File: src/hw/rtl/aip_pkg.sv
// Package for the ASCII integer parser: widths, codes and the result struct.
package aip_pkg;

	localparam int MAX_CHARS  = 31;
	localparam int VALUE_BITS = 64;
	localparam int MAG_W      = VALUE_BITS - 1;
	localparam int BASE_W     = 6;
	localparam int CHAR_W     = 8;
	localparam int END_W      = 5;
	localparam int STAT_W     = 2;
	localparam int POS_W      = $clog2(MAX_CHARS + 1);
	localparam int PROD_W     = MAG_W + BASE_W + 1;
	localparam int ADDR_W     = 3;
	localparam int DATA_W     = 32;

	localparam logic [BASE_W-1:0] BASE_RESET = BASE_W'(10);
	localparam logic [BASE_W-1:0] BASE_MAX   = BASE_W'(36);

	localparam logic [STAT_W-1:0] STATUS_OK       = 2'd0;
	localparam logic [STAT_W-1:0] STATUS_BAD_BASE = 2'd1;
	localparam logic [STAT_W-1:0] STATUS_RANGE    = 2'd2;

	localparam logic [0:0] REG_NUMBER_BASE = 1'b0;

	localparam logic [1:0] SIGN_NONE  = 2'd0;
	localparam logic [1:0] SIGN_PLUS  = 2'd1;
	localparam logic [1:0] SIGN_MINUS = 2'd2;

	localparam logic [CHAR_W-1:0] CH_NUL   = 8'h00;
	localparam logic [CHAR_W-1:0] CH_ZERO  = 8'h30;
	localparam logic [CHAR_W-1:0] CH_NINE  = 8'h39;
	localparam logic [CHAR_W-1:0] CH_LOW_X = 8'h78;
	localparam logic [CHAR_W-1:0] CH_UP_X  = 8'h58;
	localparam logic [CHAR_W-1:0] CH_MINUS = 8'h2d;
	localparam logic [CHAR_W-1:0] CH_PLUS  = 8'h2b;
	localparam logic [CHAR_W-1:0] CH_SPACE = 8'h20;
	localparam logic [CHAR_W-1:0] CH_TAB   = 8'h09;
	localparam logic [CHAR_W-1:0] CH_CR    = 8'h0d;
	localparam logic [CHAR_W-1:0] CH_LOW_A = 8'h61;
	localparam logic [CHAR_W-1:0] CH_UP_A  = 8'h41;

	typedef struct packed {
		logic                         valid;
		logic signed [VALUE_BITS-1:0] value;
		logic [END_W-1:0]             end_offset;
		logic [STAT_W-1:0]            status;
	} result_t;

endpackage

File: src/hw/rtl/ascii_integer_parser.sv
// Top level of the ASCII integer parser: input register, step core, result register.
// Usage:
//  Characters of a string enter on the input channel (in_valid/in_ready), one
//  request per byte; first_char marks the first byte of a new string. The
//  parser skips whitespace, takes one sign, detects the radix when
//  number_base is 0, and gives one result request (value, end_offset, status)
//  on the output channel (out_valid/out_ready) when the string stops: on NUL,
//  on a character that cannot continue the number, on overflow, or after 31
//  positions. Characters after the result and before the next first_char
//  give nothing.
//  A character is registered in the input register at acceptance, stepped
//  once the result register is empty or being read, and its result registered there.
//  Throughput: one character per cycle while the receiver does not stall; the
//  state update (one 63x6 multiply, add and overflow check) is combinational.
//  Reset clears the channel valid flags and all parse state; number_base returns to 10.
//  When the receiver stalls, the result register holds its request; the input
//  register still takes one more character and then in_ready drops.
//  number_base is read when a first_char is stepped; write it only while idle.
module ascii_integer_parser (
	input  logic                                clk,
	input  logic                                arst_n,
	input  logic                                psel,
	input  logic                                penable,
	input  logic                                pwrite,
	input  logic [aip_pkg::ADDR_W-1:0]          paddr,
	input  logic [aip_pkg::DATA_W-1:0]          pwdata,
	output logic [aip_pkg::DATA_W-1:0]          prdata,
	output logic                                pready,
	input  logic                                in_valid,
	output logic                                in_ready,
	input  logic [aip_pkg::CHAR_W-1:0]          character,
	input  logic                                first_char,
	output logic                                out_valid,
	input  logic                                out_ready,
	output logic signed [aip_pkg::VALUE_BITS-1:0] value,
	output logic [aip_pkg::END_W-1:0]           end_offset,
	output logic [aip_pkg::STAT_W-1:0]          status
);
	import aip_pkg::*;

	logic [BASE_W-1:0] number_base;
	logic              valid_s1;
	logic [CHAR_W-1:0] char_s1;
	logic              first_s1;
	logic              step;
	result_t           res;
	logic              out_valid_q;
	logic signed [VALUE_BITS-1:0] value_q;
	logic [END_W-1:0]  end_q;
	logic [STAT_W-1:0] status_q;

	aip_apb_regs u_regs (
		.clk         (clk),
		.arst_n      (arst_n),
		.psel        (psel),
		.penable     (penable),
		.pwrite      (pwrite),
		.paddr       (paddr),
		.pwdata      (pwdata),
		.prdata      (prdata),
		.pready      (pready),
		.number_base (number_base)
	);

	assign step     = valid_s1 && (!out_valid_q || out_ready);
	assign in_ready = !valid_s1 || step;

	always_ff @(posedge clk or negedge arst_n) begin
		if (!arst_n) begin
			valid_s1 <= 1'b0;
		end else if (in_ready) begin
			valid_s1 <= in_valid;
		end
	end

	always_ff @(posedge clk) begin
		if (in_valid && in_ready) begin
			char_s1  <= character;
			first_s1 <= first_char;
		end
	end

	aip_core u_core (
		.clk         (clk),
		.arst_n      (arst_n),
		.step_en     (step),
		.character   (char_s1),
		.first_char  (first_s1),
		.number_base (number_base),
		.result      (res)
	);

	always_ff @(posedge clk or negedge arst_n) begin
		if (!arst_n) begin
			out_valid_q <= 1'b0;
		end else if (step) begin
			out_valid_q <= res.valid;
		end else if (out_ready) begin
			out_valid_q <= 1'b0;
		end
	end

	always_ff @(posedge clk) begin
		if (step && res.valid) begin
			value_q  <= res.value;
			end_q    <= res.end_offset;
			status_q <= res.status;
		end
	end

	assign out_valid  = out_valid_q;
	assign value      = value_q;
	assign end_offset = end_q;
	assign status     = status_q;
endmodule

File: src/hw/rtl/aip_apb_regs.sv
// APB register file holding the number_base configuration register.
module aip_apb_regs (
	input  logic                         clk,
	input  logic                         arst_n,
	input  logic                         psel,
	input  logic                         penable,
	input  logic                         pwrite,
	input  logic [aip_pkg::ADDR_W-1:0]   paddr,
	input  logic [aip_pkg::DATA_W-1:0]   pwdata,
	output logic [aip_pkg::DATA_W-1:0]   prdata,
	output logic                         pready,
	output logic [aip_pkg::BASE_W-1:0]   number_base
);
	import aip_pkg::*;

	logic [BASE_W-1:0] base_q;
	logic              sel_base;

	assign pready   = 1'b1;
	assign sel_base = (paddr[2] == REG_NUMBER_BASE);

	always_ff @(posedge clk or negedge arst_n) begin
		if (!arst_n) begin
			base_q <= BASE_RESET;
		end else if (psel && penable && pwrite && pready && sel_base) begin
			base_q <= pwdata[BASE_W-1:0];
		end
	end

	always_comb begin
		prdata = '0;
		if (sel_base) begin
			prdata = DATA_W'(base_q);
		end
	end

	assign number_base = base_q;
endmodule

File: src/hw/rtl/aip_core.sv
// Parse state registers and the per-character step logic.
module aip_core (
	input  logic                         clk,
	input  logic                         arst_n,
	input  logic                         step_en,
	input  logic [aip_pkg::CHAR_W-1:0]   character,
	input  logic                         first_char,
	input  logic [aip_pkg::BASE_W-1:0]   number_base,
	output aip_pkg::result_t             result
);
	import aip_pkg::*;

	logic [MAG_W-1:0]  mag_q;
	logic [BASE_W-1:0] wb_q;
	logic              ds_q;
	logic [1:0]        sg_q;
	logic              zp_q;
	logic [POS_W-1:0]  pos_q;
	logic              fin_q;

	logic [MAG_W-1:0]  mag;
	logic [BASE_W-1:0] wb;
	logic              ds;
	logic [1:0]        sg;
	logic              zp;
	logic [POS_W-1:0]  pos;
	logic              fin;
	logic              adv;
	logic              handled;
	logic              dig_ok;
	logic [BASE_W-1:0] dig;
	logic              is_ws;
	logic [PROD_W-1:0] prod;
	logic [PROD_W-1:0] sum;
	logic signed [VALUE_BITS-1:0] max_val;

	assign max_val = {1'b0, {MAG_W{1'b1}}};
	assign is_ws   = (character == CH_SPACE) ||
		(character >= CH_TAB && character <= CH_CR);

	always_comb begin
		mag     = mag_q;
		wb      = wb_q;
		ds      = ds_q;
		sg      = sg_q;
		zp      = zp_q;
		pos     = pos_q;
		fin     = fin_q;
		adv     = 1'b0;
		handled = 1'b0;
		dig_ok  = 1'b0;
		dig     = '0;
		prod    = '0;
		sum     = '0;
		result  = '0;

		if (first_char) begin
			wb  = number_base;
			mag = '0;
			ds  = 1'b0;
			sg  = SIGN_NONE;
			zp  = 1'b0;
			pos = '0;
			fin = 1'b0;
			if (wb == BASE_W'(1) || wb > BASE_MAX) begin
				result.valid  = 1'b1;
				result.status = STATUS_BAD_BASE;
				fin           = 1'b1;
			end
		end

		if (!fin) begin
			if (zp) begin
				zp = 1'b0;
				ds = 1'b1;
				if (character == CH_LOW_X || character == CH_UP_X) begin
					wb      = BASE_W'(16);
					adv     = 1'b1;
					handled = 1'b1;
				end else if (wb == '0) begin
					wb = BASE_W'(8);
				end
			end

			if (!handled) begin
				if (character == CH_NUL) begin
					result.valid      = 1'b1;
					result.end_offset = END_W'(pos);
					result.status     = STATUS_OK;
					fin               = 1'b1;
				end else if ((wb == '0 || wb == BASE_W'(16)) && !ds &&
					character == CH_ZERO &&
					(POS_W + 1)'(pos) + 1'b1 < (POS_W + 1)'(MAX_CHARS)) begin
					zp  = 1'b1;
					adv = 1'b1;
				end else if (wb == '0 && !ds && character == CH_ZERO) begin
					wb  = BASE_W'(8);
					ds  = 1'b1;
					adv = 1'b1;
				end else if (!ds && sg == SIGN_NONE && is_ws) begin
					adv = 1'b1;
				end else if (!ds && sg == SIGN_NONE &&
					(character == CH_MINUS || character == CH_PLUS)) begin
					sg  = (character == CH_MINUS) ? SIGN_MINUS : SIGN_PLUS;
					adv = 1'b1;
				end else begin
					if (wb > BASE_W'(10) && character >= CH_LOW_A &&
						(character - CH_LOW_A) < CHAR_W'(wb - BASE_W'(10))) begin
						dig_ok = 1'b1;
						dig    = BASE_W'(character - CH_LOW_A) + BASE_W'(10);
					end else if (wb > BASE_W'(10) && character >= CH_UP_A &&
						(character - CH_UP_A) < CHAR_W'(wb - BASE_W'(10))) begin
						dig_ok = 1'b1;
						dig    = BASE_W'(character - CH_UP_A) + BASE_W'(10);
					end else if (character >= CH_ZERO && character <= CH_NINE &&
						(character - CH_ZERO) <
						CHAR_W'((wb == '0) ? BASE_W'(10) : wb)) begin
						dig_ok = 1'b1;
						dig    = BASE_W'(character - CH_ZERO);
						if (wb == '0) begin
							wb = BASE_W'(10);
						end
					end

					if (!dig_ok) begin
						result.valid      = 1'b1;
						result.end_offset = END_W'(pos);
						result.status     = STATUS_OK;
						fin               = 1'b1;
					end else begin
						ds = 1'b1;
						if (wb < BASE_W'(2)) begin
							wb = BASE_W'(10);
						end
						prod = {{(BASE_W + 1){1'b0}}, mag} * {{MAG_W{1'b0}}, wb};
						sum  = prod + PROD_W'(dig);
						if (|sum[PROD_W-1:MAG_W]) begin
							result.valid      = 1'b1;
							result.value      = (sg == SIGN_MINUS) ? ~max_val : max_val;
							result.end_offset = END_W'(pos + 1'b1);
							result.status     = STATUS_RANGE;
							fin               = 1'b1;
						end else begin
							mag = sum[MAG_W-1:0];
							adv = 1'b1;
						end
					end
				end
			end

			if (adv) begin
				pos = pos + 1'b1;
				if (pos >= POS_W'(MAX_CHARS)) begin
					result.valid      = 1'b1;
					result.end_offset = END_W'(pos);
					result.status     = STATUS_OK;
					fin               = 1'b1;
				end
			end

			// value uses the magnitude as updated by this step
			if (result.valid && result.status == STATUS_OK) begin
				result.value = (sg == SIGN_MINUS) ?
					(VALUE_BITS'(0) - {1'b0, mag}) : {1'b0, mag};
			end
		end
	end

	always_ff @(posedge clk or negedge arst_n) begin
		if (!arst_n) begin
			mag_q <= '0;
			wb_q  <= '0;
			ds_q  <= 1'b0;
			sg_q  <= SIGN_NONE;
			zp_q  <= 1'b0;
			pos_q <= '0;
			fin_q <= 1'b1;
		end else if (step_en) begin
			mag_q <= mag;
			wb_q  <= wb;
			ds_q  <= ds;
			sg_q  <= sg;
			zp_q  <= zp;
			pos_q <= pos;
			fin_q <= fin;
		end
	end
endmodule
File: config.mk
export PLATFORM = sky130hd
export DESIGN_NAME = ascii_integer_parser
export DESIGN_NICKNAME = d
export VERILOG_FILES = /design/src/hw/rtl/aip_pkg.sv /design/src/hw/rtl/ascii_integer_parser.sv /design/src/hw/rtl/aip_apb_regs.sv /design/src/hw/rtl/aip_core.sv
export SDC_FILE = /design/constraint.sdc
export NUM_CORES = 1
export LEC_CHECK = 0
export ABC_AREA = 1
export BUFFER_PORTS_ARGS = -buffer_cell sky130_fd_sc_hd__clkbuf_2
export CAP_MARGIN = 20
export CORE_MARGIN = 5
export CORE_UTILIZATION = 50
export CTS_BUF_LIST = sky130_fd_sc_hd__clkbuf_16
export DETAILED_ROUTE_END_ITERATION = 10
export HOLD_SLACK_MARGIN = 0.1
export PLACE_DENSITY = 0.76
export SETUP_SLACK_MARGIN = 0.4
export SLEW_MARGIN = 10
export SYNTH_ARGS = -nofsm -noshare
export SYNTH_HDL_FRONTEND = slang
export SYNTH_HIERARCHICAL = 1
export SYNTH_SLANG_ARGS = --single-unit
File: constraint.sdc
create_clock -name clk -period 28.2 [get_ports clk]
set_clock_uncertainty 0.2 [all_clocks]
set_input_delay 5.64 -clock clk [delete_from_list [all_inputs] [get_ports clk]]
set_output_delay 5.64 -clock clk [all_outputs]
set_load 0.1 [all_outputs]
# Word-level counts from Yosys, hierarchy flattened
# Cells that the tools add are included.
[word_totals]
out_inout_bits = 106
reg_bits = 167
[op_classes]
mux = 147
n_mul = 1
n_lt_le_gt_ge = 14
n_bitwise = 1
reduce_logical = 39
addsub = 10
eq_ne = 10
[ops]
columns = ["op", "n"]
rows = [
  ["two-way mux 63 bit", 11],
  ["two-way mux 72 bit", 7],
  ["two-way mux 64 bit", 5],
  ["two-way mux 6 bit", 45],
  ["adder 69 x 6 -> 70 bit", 1],
  ["multiplier 63 x 6 -> 69 bit", 1],
  ["subtractor 1 x 63 -> 64 bit (first input constant)", 1],
  ["two-way mux 1 bit", 61],
  ["two-way mux 7 bit", 5],
  ["equality test 8 x 6 -> 1 bit (second input constant)", 4],
  ["< comparator 8 bit", 3],
  ["logical AND 1 bit", 22],
  ["two-way mux 2 bit", 10],
  ["equality test 8 x 7 -> 1 bit (second input constant)", 2],
  [">= comparator 8 x 7 -> 1 bit (second input constant)", 2],
  ["subtractor 8 x 7 -> 8 bit (second input constant)", 2],
  ["two-way mux 5 bit", 3],
  ["adder 6 x 4 -> 6 bit (second input constant)", 2],
  ["logical NOT 6 bit", 2],
  [">= comparator 8 x 4 -> 1 bit (second input constant)", 1],
  [">= comparator 8 x 6 -> 1 bit (second input constant)", 1],
  ["less-or-equal comparator 8 x 4 -> 1 bit (second input constant)", 1],
  ["less-or-equal comparator 8 x 6 -> 1 bit (second input constant)", 1],
  ["logical NOT 8 bit", 1],
  ["18 further kinds", 28],
]

# Depth between registers and ports, before layout
[logic_depth]
ltp_word = 49
ltp_mapped = 71
mapped_depth_nobuf = 68

# By module
# Netlist, hierarchy kept.
[modules_own_cells]
columns = ["mod", "area_per_inst_um2", "instances", "cells_per_inst", "seq_area_each_um2"]
rows = [
  ["aip_core", 23568.9, 1, 3774, 1978.1],
  ["ascii_integer_parser", 2508.7, 1, 95, 2452.4],
  ["aip_apb_regs", 516.7, 1, 70, 152.6],
]

# Worst setup path before layout
# Ideal clock, no wire load.
[synth_path]
path_type = "input -> output"
start = "input paddr[2] (netlist bit)"
end = "output prdata[0] (netlist bit)"
cell_stages = 1
arrival_ns = 6.893
path_slack_ns = 15.467
required_time_ns = 22.360
n_path_buf = 0
cell_sequence = "nor2_1"
[synth_between]
elab_chain_len = 1
[synth_rtl]
columns = ["item", "line", "rtl"]
rows = [
  ["start, declared", "ascii_integer_parser.sv:25", "input logic [aip_pkg::ADDR_W-1:0] paddr,"],
  ["two-way mux 6 bit", "aip_apb_regs.sv:32", "if (sel_base) begin"],
  ["end, declared", "ascii_integer_parser.sv:27", "output logic [aip_pkg::DATA_W-1:0] prdata,"],
]
# No other way between the ends.

# Worst setup path in the final report
[layout_path]
start = "register first_s1"
end = "register value_q[51], in the netlist value[51], data pin"
[layout_between]
elab_chain_len = 47
[layout_rtl]
columns = ["item", "line", "rtl"]
rows = [
  ["start, declared", "ascii_integer_parser.sv:44", "logic first_s1;"],
  ["start signal, assigned", "ascii_integer_parser.sv:79", "first_s1 <= first_char;"],
  ["parallel branches: the longest is 47 deep, another holds < comparator 8 bit", "n/a", ""],
  ["end signal, assigned", "ascii_integer_parser.sv:105", "value_q <= res.value;"],
  ["end, declared", "ascii_integer_parser.sv:48", "logic signed [VALUE_BITS-1:0] value_q;"],
]
# Several ways; the timed one is not identified. The select of a mux whose other input is x is not followed.
# A chain may end at the register's enable or synchronous reset.

==> impl_metrics.json <==
{
  "clock.fmax_mhz": 78.5,
  "cap_violations": 0,
  "post_cts_buffers": 0,
  "synthFlopType": "dfrtp_1",
  "via_per_inst": 5.39,
  "slew_violations": 0,
  "core_sq_um": 52700,
  "async_flop_share_pct": 52.1,
  "ys_types": 66,
  "first_pass_iters": 6,
  "grt-ovfl-total": 0,
  "antenna_cells": 0,
  "nNetsFinal": 4442,
  "startpoint_type": "flop",
  "fp.dieH_um": 241,
  "end_kind": "flop",
  "crit_buf_inv": 10,
  "tritoncts": "done",
  "crit_fanout": 63,
  "cpMaxStageDelayCell": "buf_4",
  "synth_common_cells": "nand2_1 (995), inv_1 (675), nor2_1 (600), fa_1 (248), a21oi_1 (239)",
  "met2WireLength_um": 34800,
  "post-synth-top-count-cell": "nand2_1",
  "critical-path-top-delay-family": "simple AND/OR/NAND/NOR gates",
  "nFillCells": 5167,
  "setup-tns-final_ns": 0,
  "detail-route-antenna-nets": 0,
  "clock-sinks": 167,
  "via_count": 25200,
  "synth.top_cell.area_share_pct": 18.7,
  "tightest_slew_ns": 1.11,
  "path_class": "flop to flop",
  "ctsHoldBuffers": 0,
  "io_pins": 157,
  "netlist_area_sq_um": 26600,
  "grt_antenna_before_repair": 0,
  "wl_per_cell_um": 17.1,
  "yosys_warnings": 6,
  "synth-seq-cells": 167,
  "ff_latch_area_sq_um": 4580,
  "place.gp.congestion": 1.02,
  "cp.arrival_ns": 12.77,
  "grt_pass1_vias": 23800,
  "post_cts_resized": 0,
  "rsz0062_at_grt": "no",
  "grt_max_degree": 84,
  "synth.largest_area_cell": "fa_1",
  "min_period_ns": 12.74,
  "cpMostUsedCell": "nand2_1",
  "clockRootBuffer": "clkbuf_16",
  "drt_wl_total_um": 79700,
  "multiInputGateArea_sq_um": 18700,
  "cts_buffers": 17,
  "dieWidth_um": 241,
  "timing.final.crit_share_pct": 45.2,
  "grt_pass1_wl_um": 126000,
  "min_path_type": "flop to flop",
  "dr_wl_met3_um": 8710,
  "cts.path.max_buffers": 2,
  "htreeDepth": 4,
  "die_area_sq_um": 57900,
  "track_usage_pct": 27.4,
  "area_delta_synth_final_pct": 5.70,
  "clock_latency_ns": 0.50,
  "syn_avg_cell_area_sq_um": 6.75,
  "start_util_pct": 50.5,
  "syn_inst": 3939,
  "post-route-drc-count": 0,
  "dp_hpwl_um": 62900,
  "fp-row-count": 84,
  "wl_met1_um": 33400,
  "status": "complete, no violations",
  "seq_area_frac_synth_pct": 17.2,
  "slew-limit-headroom_pct": 25.3,
  "top_layer": "met4",
  "drive_above_1_share_pct": 8.07,
  "critical-path-max-stage-delay_ns": 0.67,
  "drtIter0Drc": 2105,
  "synth.area.top_cells": "fa_1 (19%), nand2_1 (14%), inv_1 (9.5%), edfxtp_1 (9.0%), nor2_1 (8.5%)",
  "synth_edf_count": 80,
  "portBuffers": 101,
  "clk_pin_slew_ns": 0.07,
  "crit_required_ns": 28.23,
  "finalHoldViolations": 0,
  "setup_violations": 0
}
final timing paths:
| kind | from | end | slack (ns) | cells after the start |
|---|---|---|---|---|
| max in group asynchronous | arst_n | u_core/mag_q[11] | 21.75 | 2 |
| max reg2reg | first_s1 | value[51] | 15.46 | 56 |
| min reg2reg | u_regs/number_base[1] | u_regs/number_base[1] | 0.29 | 2 |
| min | u_regs/number_base[1] | u_regs/number_base[1] | 0.29 | 2 |
| max | first_s1 | value[51] | 15.46 | 56 |
| min in group asynchronous | arst_n | u_core/mag_q[47] | 4.85 | 1 |
kinds of logic after synthesis:
kind of cell,Yosys count,share of synthesized area [%]
AND/OR/NAND/NOR,1904,29.7
AO/OA/AOI/OAI,525,10.8
flip-flops,167,17.2
adder cells (fa/ha/maj),425,27.0
multiplexers,2,0.0894
buffers and inverters,844,12.8
other,2,0.0282
XOR/XNOR,70,2.31
state kept, by name (all words and copies together), names as in the netlist:
register,flops
value,64
u_core/mag_q,63
char_s1,8
u_core/wb_q,6
u_regs/number_base,6
end_offset,5
u_core/pos_q,5
status,2
u_core/sg_q,2
first_s1,1
out_valid,1
u_core/ds_q,1
u_core/fin_q,1
u_core/zp_q,1
valid_s1,1
cell type report:
cell class              count  share of cell area [%]
multi-input cells        2953                    66.6
clock buffers              17                    1.51
inverters                 705                    9.46
clock inverters            15                   0.699
repair buffers            122                    2.37
well taps                 688                    3.06
flip-flops and latches    167                    16.3
tightest hold or removal path, delay by kind of cell, from the launching register on:
kind	cells	cell delay (ns)
flip-flops	1	0.38
AND/OR/NAND/NOR	2	0.11
stage by stage:
stage	utilization (%)	instances	worst slack, ns	area, sq um	hold WS (ns)
final	53.4	4667	15.46	28100	0.287
after global placement	52.2	4635	15.78	27500	0.270
after detailed placement	52.2	4635	15.73	27500	0.273
after global routing	53.4	4667	14.81	28100	0.310
after CTS	53.4	4667	15.70	28100	0.284
after floorplan	-	3964	15.47	26700	0.253
metal layers:
layer	up-vias	global-route usage, %
li1	12200	-
met1	11600	36.6
met2	1195	42.4
met3	179	8.34
met4	0	9.78
met5	-	0
cell usage in the layout, fill, tap and decap left out, types with 23 or more instances in the layout:
cell type and n:
nand3_1 139, edfxtp_1 80, nor3_1 23, xor2_1 35, nand2_1 990, clkbuf_2 100
conb_1 27, nor2_1 599, inv_1 674, nor2_2 25, ha_1 177, a21oi_1 239
inv_2 27, nand4_1 26, xnor2_1 35, dfrtp_1 84, o21ai_0 190, nand2_2 41
fa_1 248
Power is not shown: default switching activity piles up to over one toggle a cycle in this logic, so the estimate is an artifact.
